`config.mk`:
```
export PLATFORM = sky130hd
export DESIGN_NAME = sha256_stream_hasher
export DESIGN_NICKNAME = d
export VERILOG_FILES = /design/src/hdl/sha_pkg.sv /design/src/hdl/sha_round.sv /design/src/hdl/sha256_stream_hasher.sv
export SDC_FILE = /design/constraint.sdc
export NUM_CORES = 2
export LEC_CHECK = 0
export ABC_AREA = 1
export BUFFER_PORTS_ARGS = -buffer_cell sky130_fd_sc_hd__buf_4
export CORE_MARGIN = 4
export CORE_UTILIZATION = 40
export DETAILED_ROUTE_END_ITERATION = 16
export GPL_TIMING_DRIVEN = 0
export SYNTH_ARGS = -nofsm -noshare
export SYNTH_HDL_FRONTEND = slang
export SYNTH_SLANG_ARGS = --single-unit
```
`constraint.sdc`:
```
create_clock -name clk -period 8.6 [get_ports clk]
set_clock_uncertainty 0.2 [all_clocks]
set_input_delay 0.86 -clock clk [delete_from_list [all_inputs] [get_ports clk]]
set_output_delay 0.86 -clock clk [all_outputs]
set_load 0.01 [all_outputs]
```
`src/hdl/sha_pkg.sv`:
```
// Package for the streaming SHA-256 hasher: round constants, initial hash values
// and the round helper functions. No dependencies.
`default_nettype none
package sha_pkg;
    localparam int DIGEST_WORDS = 8;

    typedef logic [31:0] word_t;

    function automatic word_t rotr(input word_t v, input int n);
        rotr = (v >> n) | (v << (32 - n));
    endfunction

    function automatic word_t init_hash(input logic [2:0] idx);
        case (idx)
            3'd0: init_hash = 32'h6a09e667;
            3'd1: init_hash = 32'hbb67ae85;
            3'd2: init_hash = 32'h3c6ef372;
            3'd3: init_hash = 32'ha54ff53a;
            3'd4: init_hash = 32'h510e527f;
            3'd5: init_hash = 32'h9b05688c;
            3'd6: init_hash = 32'h1f83d9ab;
            default: init_hash = 32'h5be0cd19;
        endcase
    endfunction

    function automatic word_t round_k(input logic [5:0] r);
        logic [31:0] k [64];
        k = '{
            32'h428a2f98, 32'h71374491, 32'hb5c0fbcf, 32'he9b5dba5, 32'h3956c25b, 32'h59f111f1,
            32'h923f82a4, 32'hab1c5ed5, 32'hd807aa98, 32'h12835b01, 32'h243185be, 32'h550c7dc3,
            32'h72be5d74, 32'h80deb1fe, 32'h9bdc06a7, 32'hc19bf174, 32'he49b69c1, 32'hefbe4786,
            32'h0fc19dc6, 32'h240ca1cc, 32'h2de92c6f, 32'h4a7484aa, 32'h5cb0a9dc, 32'h76f988da,
            32'h983e5152, 32'ha831c66d, 32'hb00327c8, 32'hbf597fc7, 32'hc6e00bf3, 32'hd5a79147,
            32'h06ca6351, 32'h14292967, 32'h27b70a85, 32'h2e1b2138, 32'h4d2c6dfc, 32'h53380d13,
            32'h650a7354, 32'h766a0abb, 32'h81c2c92e, 32'h92722c85, 32'ha2bfe8a1, 32'ha81a664b,
            32'hc24b8b70, 32'hc76c51a3, 32'hd192e819, 32'hd6990624, 32'hf40e3585, 32'h106aa070,
            32'h19a4c116, 32'h1e376c08, 32'h2748774c, 32'h34b0bcb5, 32'h391c0cb3, 32'h4ed8aa4a,
            32'h5b9cca4f, 32'h682e6ff3, 32'h748f82ee, 32'h78a5636f, 32'h84c87814, 32'h8cc70208,
            32'h90befffa, 32'ha4506ceb, 32'hbef9a3f7, 32'hc67178f2};
        round_k = k[r];
    endfunction
endpackage
`default_nettype wire

```
`src/hdl/sha_round.sv`:
```
// One SHA-256 round and one message schedule step, reused for all 64 rounds.
// Depends on sha_pkg.
`default_nettype none
module sha_round
    import sha_pkg::*;
(
    input  wire word_t       a,
    input  wire word_t       b,
    input  wire word_t       c,
    input  wire word_t       d,
    input  wire word_t       e,
    input  wire word_t       f,
    input  wire word_t       g,
    input  wire word_t       h,
    input  wire word_t       k,
    input  wire word_t       w,
    input  wire word_t       w2,
    input  wire word_t       w7,
    input  wire word_t       w15,
    input  wire word_t       w16,
    output word_t            new_a,
    output word_t            new_e,
    output word_t            new_w
);
    word_t t1;
    word_t t2;
    word_t s0;
    word_t s1;

    // Compression round.
    always_comb
    begin
        t1 = h + (rotr(e, 6) ^ rotr(e, 11) ^ rotr(e, 25)) + ((e & f) ^ (~e & g)) + k + w;
        t2 = (rotr(a, 2) ^ rotr(a, 13) ^ rotr(a, 22)) + ((a & b) ^ (a & c) ^ (b & c));
        new_a = t1 + t2;
        new_e = d + t1;
    end

    // Schedule expansion.
    always_comb
    begin
        s0 = rotr(w15, 7) ^ rotr(w15, 18) ^ (w15 >> 3);
        s1 = rotr(w2, 17) ^ rotr(w2, 19) ^ (w2 >> 10);
        new_w = s1 + w7 + s0 + w16;
    end
endmodule
`default_nettype wire

```
`src/hdl/sha256_stream_hasher.sv`:
```
// Top level of the streaming SHA-256 hasher: byte packer, padding sequencer,
// schedule window and the shared round unit. Depends on sha_pkg and sha_round.
//
//  channel | dir | tdata                         | tuser        | tlast
//  s_axis  | in  | data_word[31:0]               | byte_count   | end_of_message
//  m_axis  | out | digest_word[31:0]             | word_index   | last_word
//
// A request is taken, then its bytes (0 to 4) are written one by one into the block window,
// and the input stays stalled until the last of them is written. Writing byte 63 of a block
// starts the 64 rounds of the shared round unit, followed by an add into the hash. A final
// request then writes the 0x80 mark, zero bytes up to byte 56 and the length, runs one or
// two such compressions, and offers eight digest words, each held until it is taken.
// Reset (asynchronous, active low) loads the initial hash and clears the length.
// The input is stalled whenever the sequencer is not idle.
`default_nettype none
module sha256_stream_hasher
    import sha_pkg::*;
(
    input  wire         clk,
    input  wire         rst_n,
    input  wire         s_axis_tvalid,
    output logic        s_axis_tready,
    input  wire  [31:0] s_axis_tdata,   // data_word[31:0]
    input  wire  [2:0]  s_axis_tuser,   // byte_count[2:0]
    input  wire         s_axis_tlast,
    output logic        m_axis_tvalid,
    input  wire         m_axis_tready,
    output logic [31:0] m_axis_tdata,   // digest_word[31:0]
    output logic [2:0]  m_axis_tuser,   // word_index[2:0]
    output logic        m_axis_tlast
);
    localparam logic [2:0] ST_IDLE = 3'd0;
    localparam logic [2:0] ST_BYTE = 3'd1;
    localparam logic [2:0] ST_MARK = 3'd2;
    localparam logic [2:0] ST_ZERO = 3'd3;
    localparam logic [2:0] ST_COMP = 3'd4;
    localparam logic [2:0] ST_ADD  = 3'd5;
    localparam logic [2:0] ST_OUT  = 3'd6;

    logic [2:0]  state_reg, state_next;
    word_t       hash_reg [DIGEST_WORDS];
    word_t       v_reg [8];
    word_t       win_reg [16];
    logic [63:0] len_reg;
    logic [5:0]  fill_reg;    // next byte position in the block
    logic [31:0] data_reg;
    logic [2:0]  cnt_reg;
    logic        last_reg;
    logic        pad_reg;     // padding mark already placed
    logic        final_reg;   // this block carries the length
    logic [5:0]  round_reg;
    logic [2:0]  out_reg;
    word_t       new_a, new_e, new_w;
    word_t       k_word;
    logic [3:0]  wsel;
    logic [4:0]  lane;

    assign wsel   = fill_reg[5:2];
    assign lane   = {~fill_reg[1:0], 3'b000};
    assign k_word = round_k(round_reg);

    sha_round u_round (
        .a(v_reg[0]), .b(v_reg[1]), .c(v_reg[2]), .d(v_reg[3]),
        .e(v_reg[4]), .f(v_reg[5]), .g(v_reg[6]), .h(v_reg[7]),
        .k(k_word), .w(win_reg[0]),
        .w2(win_reg[14]), .w7(win_reg[9]), .w15(win_reg[1]), .w16(win_reg[0]),
        .new_a(new_a), .new_e(new_e), .new_w(new_w)
    );

    assign s_axis_tready = (state_reg == ST_IDLE);
    assign m_axis_tvalid = (state_reg == ST_OUT);
    assign m_axis_tdata  = hash_reg[out_reg];
    assign m_axis_tuser  = out_reg;
    assign m_axis_tlast  = (out_reg == 3'd7);

    // Sequencer next state.
    always_comb
    begin
        state_next = state_reg;
        case (state_reg)
            ST_IDLE:
                if (s_axis_tvalid)
                begin
                    if (s_axis_tuser != 3'd0)
                        state_next = ST_BYTE;
                    else if (s_axis_tlast)
                        state_next = ST_MARK;
                end
            ST_BYTE:
                if (fill_reg == 6'd63)
                    state_next = ST_COMP;
                else if (cnt_reg == 3'd1)
                    state_next = last_reg ? ST_MARK : ST_IDLE;
            ST_MARK:
                state_next = (fill_reg == 6'd63) ? ST_COMP : ST_ZERO;
            ST_ZERO:
                if (fill_reg == 6'd56 || fill_reg == 6'd63)
                    state_next = ST_COMP;
            ST_COMP:
                if (round_reg == 6'd63)
                    state_next = ST_ADD;
            ST_ADD:
                if (final_reg)
                    state_next = ST_OUT;
                else if (cnt_reg != 3'd0)
                    state_next = ST_BYTE;
                else if (pad_reg)
                    state_next = ST_ZERO;
                else if (last_reg)
                    state_next = ST_MARK;
                else
                    state_next = ST_IDLE;
            ST_OUT:
                if (m_axis_tready && out_reg == 3'd7)
                    state_next = ST_IDLE;
            default: state_next = ST_IDLE;
        endcase
    end

    // Sequencer and datapath registers.
    always_ff @(posedge clk or negedge rst_n)
    begin
        if (!rst_n)
        begin
            state_reg <= ST_IDLE;
            len_reg   <= '0;
            fill_reg  <= '0;
            data_reg  <= '0;
            round_reg <= '0;
            out_reg   <= '0;
            pad_reg   <= 1'b0;
            final_reg <= 1'b0;
            last_reg  <= 1'b0;
            cnt_reg   <= '0;
            for (int i = 0; i < DIGEST_WORDS; i++) hash_reg[i] <= init_hash(3'(i));
            for (int i = 0; i < 8; i++) v_reg[i] <= '0;
            for (int i = 0; i < 16; i++) win_reg[i] <= '0;
        end
        else
        begin
            state_reg <= state_next;
            case (state_reg)
                ST_IDLE:
                    if (s_axis_tvalid)
                    begin
                        data_reg  <= s_axis_tdata;
                        cnt_reg   <= (s_axis_tuser > 3'd4) ? 3'd4 : s_axis_tuser;
                        last_reg  <= s_axis_tlast;
                        pad_reg   <= 1'b0;
                        final_reg <= 1'b0;
                    end
                ST_BYTE:
                begin
                    // One message byte per cycle, top byte first.
                    win_reg[wsel][lane +: 8] <= data_reg[31:24];
                    data_reg <= {data_reg[23:0], 8'h00};
                    cnt_reg  <= cnt_reg - 3'd1;
                    len_reg  <= len_reg + 64'd8;
                    fill_reg <= fill_reg + 6'd1;
                    if (fill_reg == 6'd63)
                        for (int i = 0; i < 8; i++) v_reg[i] <= hash_reg[i];
                end
                ST_MARK:
                begin
                    // The 0x80 mark follows the last message byte.
                    win_reg[wsel][lane +: 8] <= 8'h80;
                    pad_reg  <= 1'b1;
                    fill_reg <= fill_reg + 6'd1;
                    if (fill_reg == 6'd63)
                        for (int i = 0; i < 8; i++) v_reg[i] <= hash_reg[i];
                end
                ST_ZERO:
                    if (fill_reg == 6'd56)
                    begin
                        // The bit length fills the last two words of the final block.
                        win_reg[14] <= len_reg[63:32];
                        win_reg[15] <= len_reg[31:0];
                        final_reg   <= 1'b1;
                        fill_reg    <= '0;
                        for (int i = 0; i < 8; i++) v_reg[i] <= hash_reg[i];
                    end
                    else
                    begin
                        win_reg[wsel][lane +: 8] <= 8'h00;
                        fill_reg <= fill_reg + 6'd1;
                        if (fill_reg == 6'd63)
                            for (int i = 0; i < 8; i++) v_reg[i] <= hash_reg[i];
                    end
                ST_COMP:
                begin
                    v_reg[0] <= new_a;
                    v_reg[1] <= v_reg[0];
                    v_reg[2] <= v_reg[1];
                    v_reg[3] <= v_reg[2];
                    v_reg[4] <= new_e;
                    v_reg[5] <= v_reg[4];
                    v_reg[6] <= v_reg[5];
                    v_reg[7] <= v_reg[6];
                    for (int i = 0; i < 15; i++) win_reg[i] <= win_reg[i + 1];
                    win_reg[15] <= new_w;
                    round_reg <= round_reg + 6'd1;
                end
                ST_ADD:
                    for (int i = 0; i < DIGEST_WORDS; i++)
                        hash_reg[i] <= hash_reg[i] + v_reg[i];
                ST_OUT:
                    if (m_axis_tready)
                    begin
                        out_reg <= out_reg + 3'd1;
                        if (out_reg == 3'd7)
                        begin
                            for (int i = 0; i < DIGEST_WORDS; i++)
                                hash_reg[i] <= init_hash(3'(i));
                            len_reg <= '0;
                        end
                    end
                default: ;
            endcase
        end
    end
endmodule
`default_nettype wire

```
After elaboration in Yosys (flattened, before gate mapping) --
Memory sizes are Yosys's and may differ from the RTL's. Cells that the tools add are included.
Operators by class: $add $sub $neg 24, magnitude comparators 5, eq/ne operators 21, shift operators 4, mux-type cells 47, bitwise gates (word level) 31, reductions and logical operators 24
Operator list (count):
- $pmux 512 s4 | 1
- $bwmux 512 | 3
- $mux 256 | 4
- $pmux 256 s3 | 1
- $add 32x32->32 | 18
- $pmux 256 s2 | 1
- $mux 448 | 1
- $xor 32x32->32 | 9
- $mux 32 | 6
- $mux 64 | 3
- $and 32x32->32 | 5
- $demux 32 s4 | 1
- $pmux 64 s2 | 1
- $bmux 32 s3 | 1
- $add 64x4->64 const B | 1
- $pmux 32 s2 | 1
- $shiftx 8x7->32 const A | 2
- $mux 3 | 12
- $not 32->32 | 1
- $or 10x32->32 | 1
- $or 13x32->32 | 1
- $or 14x32->32 | 1
- $or 15x32->32 | 1
- $or 19x32->32 | 1
- 47 further kinds | 79
Storage, ports and cells: register bits after elaboration 1144, ROM bits 2048, input bits 40, output and inout port bits 38, logic and storage cells 199, memories 1
Memory list:
- (name not given) | depth 64, bits a word 32, rd ports 1, clocked after memory_dff 0, wr ports 0, line sha_pkg.sv:40 | round_k = k[r];

Longest topological paths before layout --
depth after elaboration 9, mapped depth 43, depth with buffers taken out 42

Modules after synthesis --
Synthesis repeated with hierarchy kept, for this count alone.
Unflattened totals: cell total of the unflattened synthesis 12861, area, all modules 92003.2 µm²
Modules (own cells, without submodules):
- sha256_stream_hasher | times used 1, cells each 10671, area each 76729.8 µm², seq. area each 28722.5 µm²
- sha_round | times used 1, cells each 2190, area each 15273.4 µm², seq. area each 0.0 µm²

Least setup slack after synthesis --
OpenSTA, ideal clock, no wires.
kind reg-to-reg, start point reg round_reg[0], end point reg v_reg[251] in the netlist's numbering, setup time 0.123 ns, data arrival time 7.386 ns, required time 8.277 ns, setup slack 0.891 ns, cell stages (with the launch flop) 42, buffers on the path 1, period minus slack after synthesis 7.709 ns, cells stage by stage dfrtp_1 clkbuf_1 inv_1 ha_1 inv_1 nor2_1 nor2_1 o211ai_1 nand3_1 o211ai_1 inv_1 fa_1 fa_1 inv_1 fa_1 ha_1 fa_1 nand3_1 [... 6 more ...] o21bai_1 a21boi_0 xor2_1 fa_1 inv_1 ha_1 nand2_1 nor2_1 nor3b_1 nand4_1 nand3_1 nand2_1 nand2_1 nand2_1 nand2_1 a21oi_1 o21ai_0 nand2_1
Between the ends: cells in the longest elaborated chain, start to end 8
Ends and longest elaborated chain:
- start, declared | line sha256_stream_hasher.sv:51 | logic [5:0] round_reg;
- start signal, assigned | line sha256_stream_hasher.sv:201 | round_reg <= round_reg + 6'd1;
- $not 6->7 (not written as such) | line sha_pkg.sv:40
- $mem_v2 64x32
- $mux 32 (not written as such) (2 in series) | line sha_pkg.sv:40
- $add 32x32->32 (2 in series) | line sha_round.sv:33 | t1 = h + (rotr(e, 6) ^ rotr(e, 11) ^ rotr(e, 25)) + ((e & f) ^ (~e & g)) + k + w;
- $add 32x32->32 | line sha_round.sv:35 | new_a = t1 + t2;
- $pmux 256 s3 | line sha256_stream_hasher.sv:142 | case (state_reg)
- end, declared | line sha256_stream_hasher.sv:42 | word_t v_reg [8];
No other way between the ends. The select of a mux whose other input is x is not followed. A chain may end at the register's enable or synchronous reset.

Worst setup path in the final report --
start point reg round_reg[2], end point reg v_reg[248] in the netlist's numbering
Same word-level chain as after synthesis.

==> results.json <==
{
  "path_max_fanout": 17,
  "synth-seq-area-share_pct": 33.24,
  "maxCapViolCount": 6,
  "grt_pass1_wl_um": 676000,
  "max_freq_mhz": 117.2,
  "die_h_um": 472.8,
  "drt-initial-drc-count": 11767,
  "min_period_ns": 8.531,
  "coreArea_mm2": 0.2148,
  "critical_path.endpoint_type": "flop",
  "powerDensity_mw_per_mm2": 125.1,
  "synth_ff_type": "dfrtp_1",
  "synth_common_cells": "inv_1, nand2_1, dfrtp_1, o21ai_0, nor2_1",
  "grt_overflow_total": 0,
  "postRouteAntennaNets": 0,
  "grt_max_degree": 174,
  "ctsRootBufferMaster": "clkbuf_16",
  "grt_pass1_vias": 88434,
  "ys.warnings.count": 0,
  "required_ns": 9.12,
  "rsz0062_at_grt": "yes",
  "crit_slowest_cell": "fa_1",
  "leakage_nw": 44.38,
  "path_buf_inv": 5,
  "vdd_drop_max_uv": 208.2,
  "synth_area_mm2": 0.08641,
  "hold_path.class": "in -> reg",
  "vias": 92306,
  "max-slew-margin-rel_pct": -13.35,
  "clk_pin_slew_worst_paths_ns": 0.06,
  "ys_top_cells_by_area": "dfrtp_1, inv_1, nand2_1, ha_1, a22oi_1",
  "initial_core_util_pct": 40.22,
  "die_area_mm2": 0.2235,
  "failed_checks": "max-capacitance violations, max-slew violations",
  "clkLatencyLatePin_ns": 0.88,
  "rows": 170,
  "h-tree-depth": 4,
  "drc_errors": 0,
  "crit_top_cell": "nand2_1",
  "critPathKind": "reg -> reg",
  "layout-drive-gt1-share_pct": 7.982,
  "finalNonFillerCells": 14739,
  "numPortBuffers": 77,
  "syn_avg_cell_area_um2": 7.539,
  "cp.arrival_ns": 9.06,
  "power.total_mw": 12.21,
  "wire_per_inst_um": 33.20,
  "area_growth_pct": 12.96,
  "synth_edf_count": 0,
  "max_stage_delay_ns": 0.52,
  "critPathLaunchType": "flop",
  "io_pins": 78,
  "ys_types": 77,
  "dp_cells": 14391,
  "fillCellCount": 21979,
  "fin_crit_sh_pct": 99.20,
  "fp.dieW_um": 472.8,
  "largest_reg_flops": 512,
  "synth.most_common_cell": "inv_1",
  "synth_top_cell_area_share_pct": 29.10,
  "dp_hpwl_um": 391400,
  "numClockSinks": 1141,
  "place_congestion": 1.120,
  "syn-num-nets": 12102,
  "layout.nets": 12394,
  "drt_pass1_iterations": 10,
  "netlist_instances": 11462,
  "viasPerCell": 6.263,
  "hold_viol_final": 0,
  "cts_max_path_buffers": 3,
  "worst_pin_slew_ns": 1.700,
  "crit_family": "adder cells",
  "async_reset_ff_share_pct": 100.0,
  "drt-total-wl_um": 489300,
  "grt_usage_pct": 42.53,
  "setup_viol": 0,
  "synth_top_cell_by_area": "dfrtp_1",
  "status": "finished, violations left",
  "cts_buffers": 146,
  "slew_viol_final": 58,
  "cts_tree": "yes",
  "finalSetupTns_ns": 0,
  "ys_seq_elements": 1141,
  "antenna_found_initial": 48
}
==> routing by layer <==
layer  GRT usage (%)  up-vias  part of all wire (%)
met1           49.56    44944                    36
met3           10.53     1725                   9.3
met4           36.51       20                    11
li1                -    39890                     -
met2           65.59     5727                    43
met5         0.02163        -                 0.025
==> final cells by class <==
| class | instances | area, um^2 | area share, % |
|---|---|---|---|
| Inverter | 1817 | 6838 | 7.005 |
| Clock inverter | 61 | 998.5 | 1.023 |
| Buffer | 523 | 2178 | 2.232 |
| Sequential cell | 1141 | 28730 | 29.43 |
| Antenna cell | 25 | 62.56 | 0.06409 |
| Timing Repair Buffer | 145 | 1386 | 1.420 |
| Clock buffer | 209 | 4140 | 4.242 |
| Multi-Input combinational cell | 7980 | 49730 | 50.95 |
| Tap cell | 2838 | 3551 | 3.638 |
==> stage by stage <==
stage | instance area [um^2] | util, % | hold WS, ns | setup WS, ns
2_1_floorplan | 86410 | - | 0.2549 | 0.8913
3_3_place_gp | 90540 | 42.14 | 0.2732 | -8.635
3_5_place_dp | 90940 | 42.33 | 0.2719 | -2.606
4_1_cts | 96910 | 45.11 | 0.01941 | 0.006599
5_1_grt | 97560 | 45.41 | 0.03103 | -0.1034
6_report | 97610 | 45.44 | 0.04927 | 0.06885
==> final timing paths <==
path                            startpoint            to  slack, ns  cells past startpoint
hold reg to reg                win_reg[23]   win_reg[23]       0.30                      2
min in group asynchronous            rst_n  hash_reg[72]       0.29                      2
setup / recovery              round_reg[2]    v_reg[248]       0.07                     29
hold / removal             s_axis_tuser[2]    cnt_reg[2]       0.05                      3
max in group asynchronous            rst_n   win_reg[83]       4.84                      6
setup reg to reg              round_reg[2]    v_reg[248]       0.07                     29
==> placed cells by master, fill, tap and decap left out, drive strengths merged, types with 42 or more instances in the layout <==
cell type,count
a21o,70
a21oi,812
a22oi,623
a31oi,93
a32oi,50
buf,244
clkbuf,625
clkinv,50
dfrtp,1005
dfstp,136
fa,195
ha,405
inv,1809
nand2,1662
nand3,353
nand4,93
nor2,909
nor3,146
o211ai,42
o21a,48
o21ai,1053
o21bai,67
o22ai,687
xnor2,157
xor2,244
==> report_power, final <==
part	switching, mW	internal [mW]	total (mW)
clock network	2.85	3.83	6.68
registers	0	5.37	5.37
logic	0.124	0.0256	0.150
total	2.98	9.23	12.2
==> timing repair <==
item,in CTS,in global routing
setup buffers,26,19
endpoints found under the hold margin,25,0
setup endpoints to repair,52,35
resized for setup,118,124
pin swaps,20,32
hold buffers,8,0
==> worst min-delay path: cells and delay by family <==
family / cells / cell delay (ns)
AOI/OAI and AO/OA: 1 / 0.08
buffers and inverters: 1 / 0.10
and+or+nand+nor: 1 / 0.05
==> cell families after synthesis <==
kind of cell	Yosys count	share of synthesized area, %
AOI/OAI and AO/OA	3729	26.45
xor gates and xnor gates	402	4.091
adders and majority gates	600	10.38
buffers and inverters	2341	10.31
DFF	1141	33.24
and+or+nand+nor	3249	15.53
No activity file was read; power rests on OpenSTA's default activity.
